File: config.mk
export PLATFORM = sky130hd
export DESIGN_NAME = signed_integer_to_digit_string
export DESIGN_NICKNAME = d
export VERILOG_FILES = /design/src/rtl/sitd_pkg.sv /design/src/rtl/signed_integer_to_digit_string.sv /design/src/rtl/sitd_ram.sv /design/src/rtl/sitd_divider.sv
export VERILOG_INCLUDE_DIRS = /design/src /design/src/rtl
export SDC_FILE = /design/constraint.sdc
export NUM_CORES = 1
export LEC_CHECK = 0
export ABC_CLOCK_PERIOD_IN_PS = 3060
export BUFFER_PORTS_ARGS = -buffer_cell sky130_fd_sc_hd__buf_4
export CAP_MARGIN = 5
export CORE_MARGIN = 2
export CORE_UTILIZATION = 61
export CTS_CLUSTER_SIZE = 20
export DETAILED_ROUTE_END_ITERATION = 10
export PLACE_DENSITY = 0.88
export SLEW_MARGIN = 15
export SYNTH_ARGS = -nofsm -noshare
export SYNTH_HDL_FRONTEND = slang
export SYNTH_SLANG_ARGS = --single-unit
File: constraint.sdc
create_clock -name clk_i -period 3.06 [get_ports clk_i]
set_input_delay 0.459 -clock clk_i [delete_from_list [all_inputs] [get_ports clk_i]]
set_output_delay 0.459 -clock clk_i [all_outputs]
set_load 0.02 [all_outputs]
File: src/rtl/assert_macros.svh
// Assertion helpers shared by the RTL.
`ifndef ASSERT_MACROS_SVH
`define ASSERT_MACROS_SVH

// Checked on every clock edge outside reset.
`define ASSERT_CLK(label, prop, msg) \
  label: assert property (@(posedge clk_i) disable iff (!rst_ni) (prop)) else $error(msg);

// Checked on every clock edge, reset included.
`define ASSERT_ALWAYS(label, prop, msg) \
  label: assert property (@(posedge clk_i) (prop)) else $error(msg);

`endif

File: src/rtl/sitd_pkg.sv
`default_nettype none

package sitd_pkg;

  localparam int unsigned VALUE_W     = 32;
  localparam int unsigned RADIX_IN_W  = 5;
  localparam int unsigned CHAR_W      = 7;
  localparam int unsigned DIGIT_ARG_W = 6;

  localparam logic [CHAR_W-1:0] CH_MINUS = 7'd45;
  localparam logic [CHAR_W-1:0] CH_ZERO  = 7'd48;
  localparam logic [CHAR_W-1:0] CH_ALPHA = 7'd65;
  localparam logic [CHAR_W-1:0] CH_LF    = 7'd10;

  typedef enum logic [2:0] {
    ST_IDLE,
    ST_SIGN,
    ST_DIV_GO,
    ST_DIV_WAIT,
    ST_EMIT_RD,
    ST_EMIT,
    ST_LINE_END
  } sitd_state_e;

  function automatic logic [CHAR_W-1:0] digit_char(input logic [DIGIT_ARG_W-1:0] d);
    logic [CHAR_W-1:0] dx;
    dx = CHAR_W'(d);
    if (d < DIGIT_ARG_W'(10)) begin
      digit_char = CH_ZERO + dx;
    end else begin
      digit_char = CH_ALPHA + dx - CHAR_W'(10);
    end
  endfunction

endpackage

`default_nettype wire

File: src/rtl/signed_integer_to_digit_string.sv
`default_nettype none

// Channel   Dir  tdata bits                           tuser  tlast
// s_axis    in   [31:0] value, [36:32] radix, pad to 40  -      -
// m_axis    out  [6:0] char_code, pad to 8           -      last (line feed)
//
// One request at a time; s_axis_tready_o is high only while idle.
// Each digit passes through the shared bit-serial divider (start, 32 steps
// and store); a number has 32 binary digits at most.
// A stalled m_axis only holds the sequencer at the next character.
// Reset is asynchronous, active low; the digit store needs no clearing.
module signed_integer_to_digit_string #(
  parameter int unsigned MAX_DIGITS = 32,
  parameter int unsigned MAX_RADIX  = 16
) (
  input  wire logic        clk_i,
  input  wire logic        rst_ni,
  input  wire logic        s_axis_tvalid_i,
  output logic             s_axis_tready_o,
  input  wire logic [39:0] s_axis_tdata_i,  // [31:0] value, [36:32] radix, [39:37] zero
  output logic             m_axis_tvalid_o,
  input  wire logic        m_axis_tready_i,
  output logic      [7:0]  m_axis_tdata_o,  // [6:0] char_code, [7] zero
  output logic             m_axis_tlast_o
);

  import sitd_pkg::*;

  localparam int unsigned RADIX_W = $clog2(MAX_RADIX + 1);
  localparam int unsigned DIGIT_W = $clog2(MAX_RADIX);
  localparam int unsigned CNT_W   = $clog2(MAX_DIGITS + 1);
  localparam int unsigned ADDR_W  = $clog2(MAX_DIGITS);
  localparam int unsigned CMP_W   = (RADIX_W > RADIX_IN_W) ? RADIX_W : RADIX_IN_W;

  sitd_state_e state_q, state_d;

  logic [VALUE_W-1:0] mag_q, mag_d;
  logic [RADIX_W-1:0] radix_q, radix_d;
  logic [CNT_W-1:0]   cnt_q, cnt_d;
  logic [CNT_W-1:0]   cnt_dec;

  logic               out_valid_q, out_valid_d;
  logic [CHAR_W-1:0]  out_char_q, out_char_d;
  logic               out_last_q, out_last_d;
  logic               out_free;

  logic [VALUE_W-1:0] in_value;
  logic [CMP_W-1:0]   in_radix;
  logic [CMP_W-1:0]   radix_sat;
  logic               in_neg;
  logic               accept;

  logic               div_start;
  logic               div_done;
  logic [VALUE_W-1:0] div_quot;
  logic [RADIX_W-1:0] div_rem;

  logic               ram_wr;
  logic               ram_rd;
  logic [DIGIT_W-1:0] ram_rdata;

  assign in_value = s_axis_tdata_i[VALUE_W-1:0];
  assign in_radix = CMP_W'(s_axis_tdata_i[VALUE_W +: RADIX_IN_W]);
  assign in_neg   = in_value[VALUE_W-1];
  assign accept   = s_axis_tvalid_i && s_axis_tready_o;
  assign out_free = !out_valid_q || m_axis_tready_i;
  assign cnt_dec  = cnt_q - CNT_W'(1);

  always_comb begin
    if (in_radix < CMP_W'(2)) begin
      radix_sat = CMP_W'(2);
    end else if (in_radix > CMP_W'(MAX_RADIX)) begin
      radix_sat = CMP_W'(MAX_RADIX);
    end else begin
      radix_sat = in_radix;
    end
  end

  always_comb begin
    state_d     = state_q;
    mag_d       = mag_q;
    radix_d     = radix_q;
    cnt_d       = cnt_q;
    out_valid_d = out_valid_q && !m_axis_tready_i;
    out_char_d  = out_char_q;
    out_last_d  = out_last_q;
    div_start   = 1'b0;
    ram_wr      = 1'b0;
    ram_rd      = 1'b0;
    s_axis_tready_o = 1'b0;

    case (state_q)
      ST_IDLE: begin
        s_axis_tready_o = 1'b1;
        if (s_axis_tvalid_i) begin
          mag_d   = in_neg ? (~in_value + VALUE_W'(1)) : in_value;
          radix_d = RADIX_W'(radix_sat);
          cnt_d   = '0;
          state_d = in_neg ? ST_SIGN : ST_DIV_GO;
        end
      end
      ST_SIGN: begin
        if (out_free) begin
          out_valid_d = 1'b1;
          out_char_d  = CH_MINUS;
          out_last_d  = 1'b0;
          state_d     = ST_DIV_GO;
        end
      end
      ST_DIV_GO: begin
        div_start = 1'b1;
        state_d   = ST_DIV_WAIT;
      end
      ST_DIV_WAIT: begin
        if (div_done) begin
          // zero still yields one digit, so the loop always runs at least once
          ram_wr = 1'b1;
          mag_d  = div_quot;
          cnt_d  = cnt_q + CNT_W'(1);
          if (div_quot == '0 || cnt_q == CNT_W'(MAX_DIGITS - 1)) begin
            state_d = ST_EMIT_RD;
          end else begin
            state_d = ST_DIV_GO;
          end
        end
      end
      ST_EMIT_RD: begin
        if (cnt_q == '0) begin
          state_d = ST_LINE_END;
        end else begin
          ram_rd  = 1'b1;
          cnt_d   = cnt_dec;
          state_d = ST_EMIT;
        end
      end
      ST_EMIT: begin
        if (out_free) begin
          out_valid_d = 1'b1;
          out_char_d  = digit_char(DIGIT_ARG_W'(ram_rdata));
          out_last_d  = 1'b0;
          state_d     = ST_EMIT_RD;
        end
      end
      ST_LINE_END: begin
        if (out_free) begin
          out_valid_d = 1'b1;
          out_char_d  = CH_LF;
          out_last_d  = 1'b1;
          state_d     = ST_IDLE;
        end
      end
      default: begin
        state_d = ST_IDLE;
      end
    endcase
  end

  always_ff @(posedge clk_i or negedge rst_ni) begin
    if (!rst_ni) begin
      state_q     <= ST_IDLE;
      out_valid_q <= 1'b0;
      cnt_q       <= '0;
      mag_q       <= '0;
    end else begin
      state_q     <= state_d;
      out_valid_q <= out_valid_d;
      cnt_q       <= cnt_d;
      mag_q       <= mag_d;
    end
  end

  always_ff @(posedge clk_i) begin
    radix_q    <= radix_d;
    out_char_q <= out_char_d;
    out_last_q <= out_last_d;
  end

  sitd_divider #(
    .RADIX_W (RADIX_W)
  ) u_div (
    .clk_i       (clk_i),
    .rst_ni      (rst_ni),
    .start_i     (div_start),
    .dividend_i  (mag_q),
    .divisor_i   (radix_q),
    .quotient_o  (div_quot),
    .remainder_o (div_rem),
    .done_o      (div_done)
  );

  sitd_ram #(
    .WIDTH (DIGIT_W),
    .DEPTH (MAX_DIGITS)
  ) u_digits (
    .clk_i     (clk_i),
    .wr_en_i   (ram_wr),
    .wr_addr_i (cnt_q[ADDR_W-1:0]),
    .wr_data_i (div_rem[DIGIT_W-1:0]),
    .rd_en_i   (ram_rd),
    .rd_addr_i (cnt_dec[ADDR_W-1:0]),
    .rd_data_o (ram_rdata)
  );

  assign m_axis_tvalid_o = out_valid_q;
  assign m_axis_tdata_o  = {1'b0, out_char_q};
  assign m_axis_tlast_o  = out_last_q;

  `include "assert_macros.svh"

  `ASSERT_CLK(a_busy_after_req, accept |=> !s_axis_tready_o, "new request taken mid-number")
  `ASSERT_CLK(a_last_is_lf, m_axis_tvalid_o && m_axis_tlast_o |-> out_char_q == CH_LF,
              "last flag on a non line-feed character")
  `ASSERT_CLK(a_cnt_range, cnt_q <= CNT_W'(MAX_DIGITS), "digit count beyond store depth")
  `ASSERT_ALWAYS(a_reset_quiet, $rose(rst_ni) |-> !m_axis_tvalid_o, "output valid out of reset")

endmodule

`default_nettype wire

File: src/rtl/sitd_ram.sv
`default_nettype none

module sitd_ram #(
  parameter int unsigned WIDTH = 4,
  parameter int unsigned DEPTH = 32
) (
  input  wire logic                     clk_i,
  input  wire logic                     wr_en_i,
  input  wire logic [$clog2(DEPTH)-1:0] wr_addr_i,
  input  wire logic [WIDTH-1:0]         wr_data_i,
  input  wire logic                     rd_en_i,
  input  wire logic [$clog2(DEPTH)-1:0] rd_addr_i,
  output logic      [WIDTH-1:0]         rd_data_o
);

  logic [WIDTH-1:0] mem_q [DEPTH];

  always_ff @(posedge clk_i) begin
    if (wr_en_i) begin
      mem_q[wr_addr_i] <= wr_data_i;
    end
    if (rd_en_i) begin
      rd_data_o <= mem_q[rd_addr_i];
    end
  end

endmodule

`default_nettype wire

File: src/rtl/sitd_divider.sv
`default_nettype none

// Restoring divider, one quotient bit per cycle.
module sitd_divider #(
  parameter int unsigned RADIX_W = 5
) (
  input  wire logic                           clk_i,
  input  wire logic                           rst_ni,
  input  wire logic                           start_i,
  input  wire logic [sitd_pkg::VALUE_W-1:0]   dividend_i,
  input  wire logic [RADIX_W-1:0]             divisor_i,
  output logic      [sitd_pkg::VALUE_W-1:0]   quotient_o,
  output logic      [RADIX_W-1:0]             remainder_o,
  output logic                                done_o
);

  import sitd_pkg::*;

  localparam int unsigned STEP_W = $clog2(VALUE_W);

  logic [VALUE_W-1:0] dvd_q, dvd_d;
  logic [RADIX_W-1:0] rem_q, rem_d;
  logic [RADIX_W-1:0] dsr_q, dsr_d;
  logic [STEP_W-1:0]  step_q, step_d;
  logic               busy_q, busy_d;
  logic               done_q, done_d;
  logic [RADIX_W:0]   shifted;
  logic [RADIX_W:0]   diff;
  logic               qbit;

  always_comb begin
    shifted = {rem_q, dvd_q[VALUE_W-1]};
    diff    = shifted - {1'b0, dsr_q};
    qbit    = (shifted >= {1'b0, dsr_q});
    dvd_d   = dvd_q;
    rem_d   = rem_q;
    dsr_d   = dsr_q;
    step_d  = step_q;
    busy_d  = busy_q;
    done_d  = 1'b0;
    if (start_i) begin
      dvd_d  = dividend_i;
      rem_d  = '0;
      dsr_d  = divisor_i;
      step_d = '0;
      busy_d = 1'b1;
    end else if (busy_q) begin
      dvd_d  = {dvd_q[VALUE_W-2:0], qbit};
      rem_d  = qbit ? diff[RADIX_W-1:0] : shifted[RADIX_W-1:0];
      step_d = step_q + STEP_W'(1);
      if (step_q == STEP_W'(VALUE_W-1)) begin
        busy_d = 1'b0;
        done_d = 1'b1;
      end
    end
  end

  always_ff @(posedge clk_i or negedge rst_ni) begin
    if (!rst_ni) begin
      busy_q <= 1'b0;
      done_q <= 1'b0;
      step_q <= '0;
    end else begin
      busy_q <= busy_d;
      done_q <= done_d;
      step_q <= step_d;
    end
  end

  always_ff @(posedge clk_i) begin
    dvd_q <= dvd_d;
    rem_q <= rem_d;
    dsr_q <= dsr_d;
  end

  assign quotient_o  = dvd_q;
  assign remainder_o = rem_q;
  assign done_o      = done_q;

  `include "assert_macros.svh"

  `ASSERT_CLK(a_start_idle, start_i |-> !busy_q, "divider started while busy")
  `ASSERT_CLK(a_done_end, done_q |-> $past(busy_q) && !busy_q, "done without a finished division")

endmodule

`default_nettype wire

# After elaboration in Yosys (flattened, before gate mapping)
# Memories as Yosys holds them, arrays and structs flattened. A register that Yosys moved wholly into a read port is not among the register bits.
# Cells that the tools add are included.
[word_totals] reg_bits=104 ram_bits=128 inputBits=44 elab_cells=112 n_memories=1
[mem_list] name="u_digits.mem_q" words=32 word_bits=4 read_ports=1 rd_ports_with_merged_regs=1 wr=1 line_no="sitd_ram.sv:16" source="logic [WIDTH-1:0] mem_q [DEPTH];"
[op_classes] add_sub_neg=8 order_cmp=4 n_eq_ne=15 n_mux=47 n_bitwise=1 reduce_logical=22
[ops] op="32-bit two-way mux" n=5
[ops] op="32-bit case mux with 2 select lines" n=1
[ops] op="32-bit by 1-bit adder with 32-bit output, second input constant" n=1
[ops] op="32-bit logical NOT" n=1
[ops] op="32-bit NOT" n=1
[ops] op="7-bit two-way mux" n=4
[ops] op="3-bit case mux with 7 select lines" n=1
[ops] op="7-bit case mux with 3 select lines" n=1
[ops] op="5-bit two-way mux" n=4
[ops] op="1-bit two-way mux" n=18
[ops] op="3-bit two-way mux" n=6
[ops] op="6-bit two-way mux" n=3
[ops] op="6-bit case mux with 3 select lines" n=1
[ops] op="2-bit inequality test, second input constant" n=5
[ops] op="3-bit equality test, second input constant" n=3
[ops] op="4-bit AND reduction" n=2
[ops] op="6-bit by 4-bit adder with 7-bit output, first input constant" n=1
[ops] op="7-bit by 4-bit adder with 7-bit output, first input constant" n=1
[ops] op="7-bit by 4-bit subtractor with 7-bit output, second input constant" n=1
[ops] op="6-bit by 1-bit adder with 6-bit output, second input constant" n=1
[ops] op="3-bit by 2-bit equality test with 1-bit output, second input constant" n=2
[ops] op="6-bit by 5-bit equality test with 1-bit output, second input constant" n=1
[ops] op="6-bit by 5-bit >= comparator with 1-bit output" n=1
[ops] op="6-bit logical NOT" n=1
[ops] op="22 further kinds" n=31

# Depth between registers and ports, before layout
# Gate-level depths: netlist (run 1).
[depth] ltp_word=5 mapped_depth=11 mapped_depth_nobuf=8

# Hierarchy
# From an unflattened synthesis (run 1), not the netlist that was laid out.
[unflattened] hier_cells=787 area_unflattened_um2=10968.0
[modules_own_cells] mod="sitd_ram" instances=1 cells_per_inst=231 area_each_um2=5178.7
[modules_own_cells] mod="signed_integer_to_digit_string" instances=1 cells_per_inst=396 area_each_um2=3528.4
[modules_own_cells] mod="sitd_divider" instances=1 cells_per_inst=160 area_each_um2=2260.9

# Least setup slack after synthesis (run 1)
# OpenSTA, ideal clock, no wires.
[synth_timing] path_kind="register to register" startpoint="register cnt_q[0]" endpoint="register u_digits.rd_data_o[0], read port of u_digits.mem_q (data pin)" setup_ns=0.255 t_arrival_ns=2.524 path_slack_ns=0.281 stages_incl_launch_ff=12 path_cell_list="dfrtp_1 -> buf_2 -> buf_2 -> inv_1 -> ha_1 -> clkbuf_1 -> clkbuf_1 -> mux4_2 -> nor2_1 -> nor2_1 -> o22ai_1 -> nor2_1"
[synth_via] elab_chain_cells=3
[synth_rtl] item="from (decl)" line_no="signed_integer_to_digit_string.sv:39" source="logic [CNT_W-1:0] cnt_q, cnt_d;"
[synth_rtl] item="from (signal assigned)" line_no="signed_integer_to_digit_string.sv:167" source="cnt_q <= cnt_d;"
[synth_rtl] item="branches (longest 3 deep; another with 6-bit by 1-bit subtractor with 6-bit output)"
[synth_rtl] item="to (decl)" line_no="sitd_ram.sv:13" source="output logic [WIDTH-1:0] rd_data_o"
# Several ways; the timed one is not identified.
# A chain may end at the register's enable or synchronous reset.

# Final worst setup path (run 1)
[layout_timing] startpoint="register cnt_q[0]" endpoint="register u_digits.rd_data_o[1], read port of u_digits.mem_q (data pin)"
# Same word-level chain as after synthesis.

==> run metrics, run 1 <==
clk sink count between 200 and 250; clk root buf clkbuf_16; Mapped Avg Cell Area 12.0 um^2; HPWL after DPL 16.4 mm; synth top area cells edfxtp_1 49%, dfrtp_1 11%, mux4_2 6.5%; area leader, netlist edfxtp_1; total grt overflow 0; Leakage 4.78 nW; Worst Max-Slew Pin Slew 705 ps; Die ar. 19400 um^2; ys async rst share 0.208; CP top delay family flip-flops; CP Data Arrival Time 2750 ps; clock share of power 0.354; Ys Warns 0; Fmax roughly 400 MHz; Clk pin slew, worst setup/hold paths 60 ps; global-route wire length before repair 40.7 mm; Post-synth top flop edfxtp_1; Die Y approximately 140 um; pre-CTS WS around 590 ps; Worst Setup Start Kind flip-flop; slowest CP cell dfrtp_2; sequential share of power 0.494; max incr delay on CP 600 ps; setup violators final 0; port buffer count 50; Final Non-Filler Cells ~1200; post-synthesis cell area 11200 um^2; clock buffer depth 3; largest net degree at the start of global routing 50; Fin Setup TNS 0 ps; Yosys reg bits 236; Combinational Power Share 0.152; ANT nets after route 0; CP bufs+invs 2; Setup WS post-layout 586 ps; initial antenna violation count 1; Worst-Skew Late Latency 520 ps; PD cells 622 nW/um^2; Fin Clk Skew approximately 15 ps; GRT Total Usage 0.261; cell count after synthesis 932; Pint 5.70 mW; Layout area overhead 12.5%; DRT iter0 DRCs 1126; GP Congestion about 0.9; RSZ-0062 raised after global routing false; register area share after synthesis 0.608; remaining routing DRC violations 0; row cnt 49; Synth top area share 0.489; Routed WL 25.1 mm; Peak VDD IR approximately 0.4 mV; share of cells above drive strength 1 0.157; syn nets 991; Fin Hold WS 162 ps; Sw Share 0.271; Sw Pwr 2.12 mW; type of the most critical hold path in -> reg; relative max-transition margin 0.525; Pre-antenna DRT Iters 6; Design Power 7.82 mW; min cycle time layout between 2000 and 2500 ps; max-cap viol count 0; Post-CTS Resized 0; vias in the first global route slightly below 8000; Worst EP required 3330 ps; Die Span X 139 um; via count of the routed design 7857; final hold violation count 0; TritonCTS clock tree built; final net count 1042; Tcrit/Tclk final 0.809; Post-CTS Setup Bufs 0; status completed; crit-path cells inv_1, ha_1, buf_4, mux4_2, mux2i_1, a32o_1, nor2_1; crit path kind reg -> reg; Max Slew Vio Count 0; CTS buffer count 24; CP Capture Type flip-flop; IO Count 55; H-Tree Depth 1; number of synthesized flops with an enable pin approximately 180; Core Region 18000 um^2; Initial Util 0.622; per-cell routed wire length ~20 um; Via-to-Cell Ratio 6.39; Inst Count DP 1185; ant diodes 0; crit path max fanout 20; distinct cell type count after synthesis 65
layout by cell type (no fill, tap or decap), types with 15 or more instances in the layout:
master	netlist	routed
inv_1	20	20
a21oi_1	22	22
nand3_1	15	15
xor2_1	15	15
mux4_2	32	32
nor4_1	20	20
nor2_1	101	101
o21ai_0	57	57
nand2_1	154	154
edfxtp_1	182	182
buf_4	1	78
dfrtp_1	49	48
clkbuf_16	0	24
flip-flops by register name, indices dropped and copies added (netlist names):
| name | count |
|---|---|
| u_div.dsr_q | 5 |
| out_char_q | 7 |
| state_q | 3 |
| radix_q | 5 |
| cnt_q | 6 |
| m_axis_tvalid_o | 1 |
| mag_q | 32 |
| m_axis_tlast_o | 1 |
| u_digits.mem_q | 128 |
| u_div.done_o | 1 |
| u_div.remainder_o | 5 |
| u_digits.rd_data_o | 4 |
| u_div.quotient_o | 32 |
| u_div.step_q | 5 |
| u_div.busy_q | 1 |
power groups by stage:
stage               logic (mW)  registers [mW]  clock network, mW
floorplan                0.681            3.98                  0
global placement          1.12            3.92                  0
detailed placement        1.17            3.92                  0
CTS                       1.18            3.86               2.79
global route              1.32            3.88               2.92
finish                    1.19            3.86               2.77
synth_stat cells (5+ instances only):
| master | n |
|---|---|
| nand3_1 | 15 |
| o21ai_0 | 57 |
| o22ai_1 | 14 |
| clkbuf_1 | 39 |
| nor4_1 | 20 |
| xnor2_1 | 14 |
| nand2_1 | 154 |
| edfxtp_1 | 182 |
| or3_1 | 8 |
| buf_2 | 9 |
| o21a_1 | 6 |
| xor2_1 | 15 |
| dfxtp_1 | 5 |
| or4_1 | 5 |
| o41ai_1 | 9 |
| nor2b_1 | 10 |
| a31oi_1 | 14 |
| nand3b_1 | 6 |
| dfrtp_1 | 49 |
| nor2_1 | 101 |
| ha_1 | 14 |
| mux4_2 | 32 |
| a21oi_1 | 22 |
| nor3_1 | 13 |
| inv_1 | 20 |
| nand4_1 | 7 |
| o31ai_1 | 6 |
| mux2i_1 | 13 |
timing repair:
| item | in CTS | in global routing |
|---|---|---|
| setup endpoints to repair | 0 | 0 |
| hold buffers | 1 | 0 |
| hold endpoints to repair | 2 | 0 |
path summary, 6_finish.rpt:
kind,from,end,slack [ps],cells after the start
min,s_axis_tdata_i[36],radix_q[4],160,1
max reg2reg,cnt_q[0],u_digits.rd_data_o[1],590,7
min in group asynchronous,rst_ni,mag_q[5],530,2
max in group asynchronous,rst_ni,cnt_q[0],2060,2
max,cnt_q[0],u_digits.rd_data_o[1],590,7
min reg2reg,radix_q[3],u_div.dsr_q[3],420,0
cell families after synthesis:
group	share of synthesized area
AOI/OAI and AO/OA	0.0971
xor gates and xnor gates	0.0227
adders and majority gates	0.0175
buffers and inverters	0.0269
DFF	0.608
muxes	0.0802
other	0.000336
and+or+nand+nor	0.147
metrics by stage:
step	area (um^2)	util
6_report	12600	0.700
5_1_grt	12600	0.700
4_1_cts	12600	0.700
3_5_place_dp	11800	0.658
3_3_place_gp	11800	0.658
2_1_floorplan	11200	-
per-layer routing:
| layer | GRT usage | wire length, um | vias up |
|---|---|---|---|
| met2 | 0.423 | 12400 | 462 |
| met4 | 0.0792 | 574 | 0 |
| li1 | - | - | 3576 |
| met1 | 0.359 | 9750 | 3766 |
| met3 | 0.0588 | 2460 | 53 |
| met5 | 0 | 0 | - |
cell type report:
cell class | instances | area [um^2]
Sequential cell | 236 | 6790
Fill cell | 1137 | 5390
Multi-Input combinational cell | 622 | 4080
Clock buffer | 35 | 662
Timing Repair Buffer | 79 | 596
Tap cell | 229 | 287
Clock inverter | 8 | 78.8
Inverter | 20 | 75.1
No activity file was read; power rests on OpenSTA's default activity.
==> run 2, diff against run 1 <==
Settings changed: ABC_CLOCK_PERIOD_IN_PS 3060 to 2400.
Clock period 3.06 ns to 2.4 ns, I/O delays scaled along.
==> run 2 against run 1 <==
Against the previous run:
- setup slack lost 520 ps
- critical endpoint is now u_digits.rd_data_o[0]
- flip-flop and latch count is the same
- non-clock buffer count grew 10
- critical path depth grew 2
- die area is the same
- via count grew 4.4%
==> run metrics, run 2 (synthesis gave the netlist of run 1 again) <==
Final Non-Filler Cells 1237 (+0.65%); largest register by flop count u_digits.mem_q; via count of the routed design 8206 (+4.4%); clock buffer depth 3 (unchanged); Worst R2R End u_digits.rd_data_o[0]; vias in the first global route 7645 (-1.9%); R2R depth 9 (+2); max-cap viol count 0 (unchanged); GRT Total Usage 0.275 (+0.0136); port buffer count 50 (unchanged); RR Startpoint cnt_q[0]; Routed WL 27.1 mm (+7.7%); final net count 1052 (+0.96%); min cycle time layout 2340 ps (-135 ps); Tcrit/Tclk final 0.975 (+0.166); flop2flop setup slack 60 ps (-520 ps); Die Span X 139 um (unchanged); per-cell routed wire length 21.9 um (+7.0%); Worst Max-Slew Pin Slew 681 ps (-24.4 ps); CTS buffer count 24 (unchanged); PD cells 802 nW/um^2 (+29%); slowest CP cell dfrtp_2; startpoint of the worst hold path s_axis_tdata_i[36]; Pre-antenna DRT Iters 8 (+2); Layout area overhead 14.4%; Die Y 139 um (unchanged); # fillers 1122 (-1.3%); initial antenna violation count 0 (-1); HPWL after DPL 17.5 mm (+6.5%); Core Region 18000 um^2 (unchanged); clk root buf clkbuf_16; Fmax 428 MHz (+5.8%); Worst-Skew Late Latency 520 ps (about the same); CP dominant cell by count nor2_1; H-Tree Depth 1 (unchanged); total grt overflow 0 (unchanged); ant diodes 0 (unchanged); crit path kind reg -> reg; remaining routing DRC violations 0 (unchanged); type of the most critical hold path in -> reg; commonest non-fill, non-tap cell in the layout edfxtp_1; CP Data Arrival Time 2590 ps (-160 ps); Clk pin slew, worst setup/hold paths 60 ps (about the same); most frequent cells in the layout 182 x edfxtp_1, 153 x nand2_1, 101 x nor2_1, 84 x buf_4, 56 x o21ai_0; row cnt 49 (unchanged); Worst Hold End radix_q[4]; crit path max fanout 17 (-15%); fin area 12800 um^2 (+1.7%); Leakage 4.88 nW (+2.1%); max incr delay on CP 380 ps (-220 ps); largest net degree at the start of global routing 50 (unchanged); global-route wire length before repair 42.1 mm (+3.4%); CP Capture Type flip-flop; Peak VDD IR 0.924 mV (+130%); Via-to-Cell Ratio 6.63 (+3.8%); Worst EP required 2650 ps (-680 ps); DP Area 11900 um^2 (+0.97%); Max Slew Vio Count 0 (unchanged); clk sink count 236 (unchanged); Fin Clk Skew 14.7 ps (-0.417 ps); GP Congestion 0.914 (+3.6%); relative max-transition margin 0.544 (+0.0183); DRT iter0 DRCs 1251 (+11%); IO Count 55 (unchanged); ANT nets after route 0 (unchanged); share of cells above drive strength 1 0.174 (+0.0166); hold path cells 1 (unchanged); Fin Hold WS 61.7 ps (-99.9 ps); crit-path cells inv_1, buf_4, ha_2, buf_12, mux4_2, nor2_1, nor2_1, o22ai_1, nor2_1; RSZ-0062 raised after global routing false; max reg flops 128 (unchanged); Inst Count DP 1194 (+0.76%); Fin Setup TNS 0 ps (unchanged); TritonCTS clock tree built; setup violators final 0 (unchanged); Initial Util 0.622 (unchanged); Die ar. 19400 um^2 (unchanged); final hold violation count 0 (unchanged); Worst Setup Start Kind flip-flop; status completed
==> run 2: cell types whose count changed in the layout (fill, tap and decap cells not counted), sizes merged <==
cell,delta
clkinv,-1
clkinvlp,+1
bufinv,+2
inv,+1
buf,+9
clkbuf,-4
==> run 2: worst max path at each step <==
stage / from / end / slack [ps] / cells past startpoint
2_1_floorplan: u_div.remainder_o[1] / u_div.remainder_o[0] / 20 / 6
3_3_place_gp: s_axis_tdata_i[10] / mag_q[25] / 180 / 6
3_5_place_dp: cnt_q[0] / u_digits.rd_data_o[2] / 10 / 6
4_1_cts: cnt_q[0] / u_digits.rd_data_o[0] / 80 / 9
5_1_grt: cnt_q[0] / u_digits.rd_data_o[0] / 20 / 9
6_report: cnt_q[0] / u_digits.rd_data_o[0] / 60 / 9
==> run 2: cell type report <==
class	instances	area, um^2	share of cell area
clock buffer	30	644	0.0504
inverter	20	75.1	0.00587
tap	229	287	0.0224
sequential	236	6790	0.532
timing repair buffer	89	726	0.0568
multi-input combinational	622	4110	0.322
clock inverter	11	140	0.0110
==> run 2: per-layer routing <==
| layer | up-vias | routed length, um | track usage |
|---|---|---|---|
| li1 | 3597 | - | - |
| met1 | 3916 | 10300 | 0.385 |
| met2 | 589 | 13200 | 0.440 |
| met3 | 104 | 2670 | 0.0437 |
| met4 | 0 | 972 | 0.106 |
| met5 | - | 0 | 0 |
==> run 2: repair_timing <==
action,CTS,global route
cloned,0,1
endpoints found under the setup margin,1,4
gates resized for setup,1,4
hold buffers,1,0
endpoints found under the hold margin,49,0
buffers inserted,0,0
==> run 2: power by group <==
part	switching, mW	internal, mW
clock	1.53	2.23
combinational	1.09	0.484
sequential	0.129	4.79
total	2.75	7.50
==> run 2: critical path, delay by kind of cell (launching register included) <==
kind                     cells  cell delay (ps)
flip-flops                   1              380
AND/OR/NAND/NOR              3              320
buffers and inverters        3              380
AO/OA/AOI/OAI                1              260
multiplexers                 1              330
adder cells (fa/ha/maj)      1              380
==> run 2: through the flow <==
stage                util  total power [mW]  setup slack, ps
floorplan               -              5.94             17.7
detailed placement  0.664              6.53             12.8
CTS                 0.709              10.2             80.4
finish              0.711              10.3             61.1
global route        0.711              10.6             16.0
global placement    0.664              6.45              178
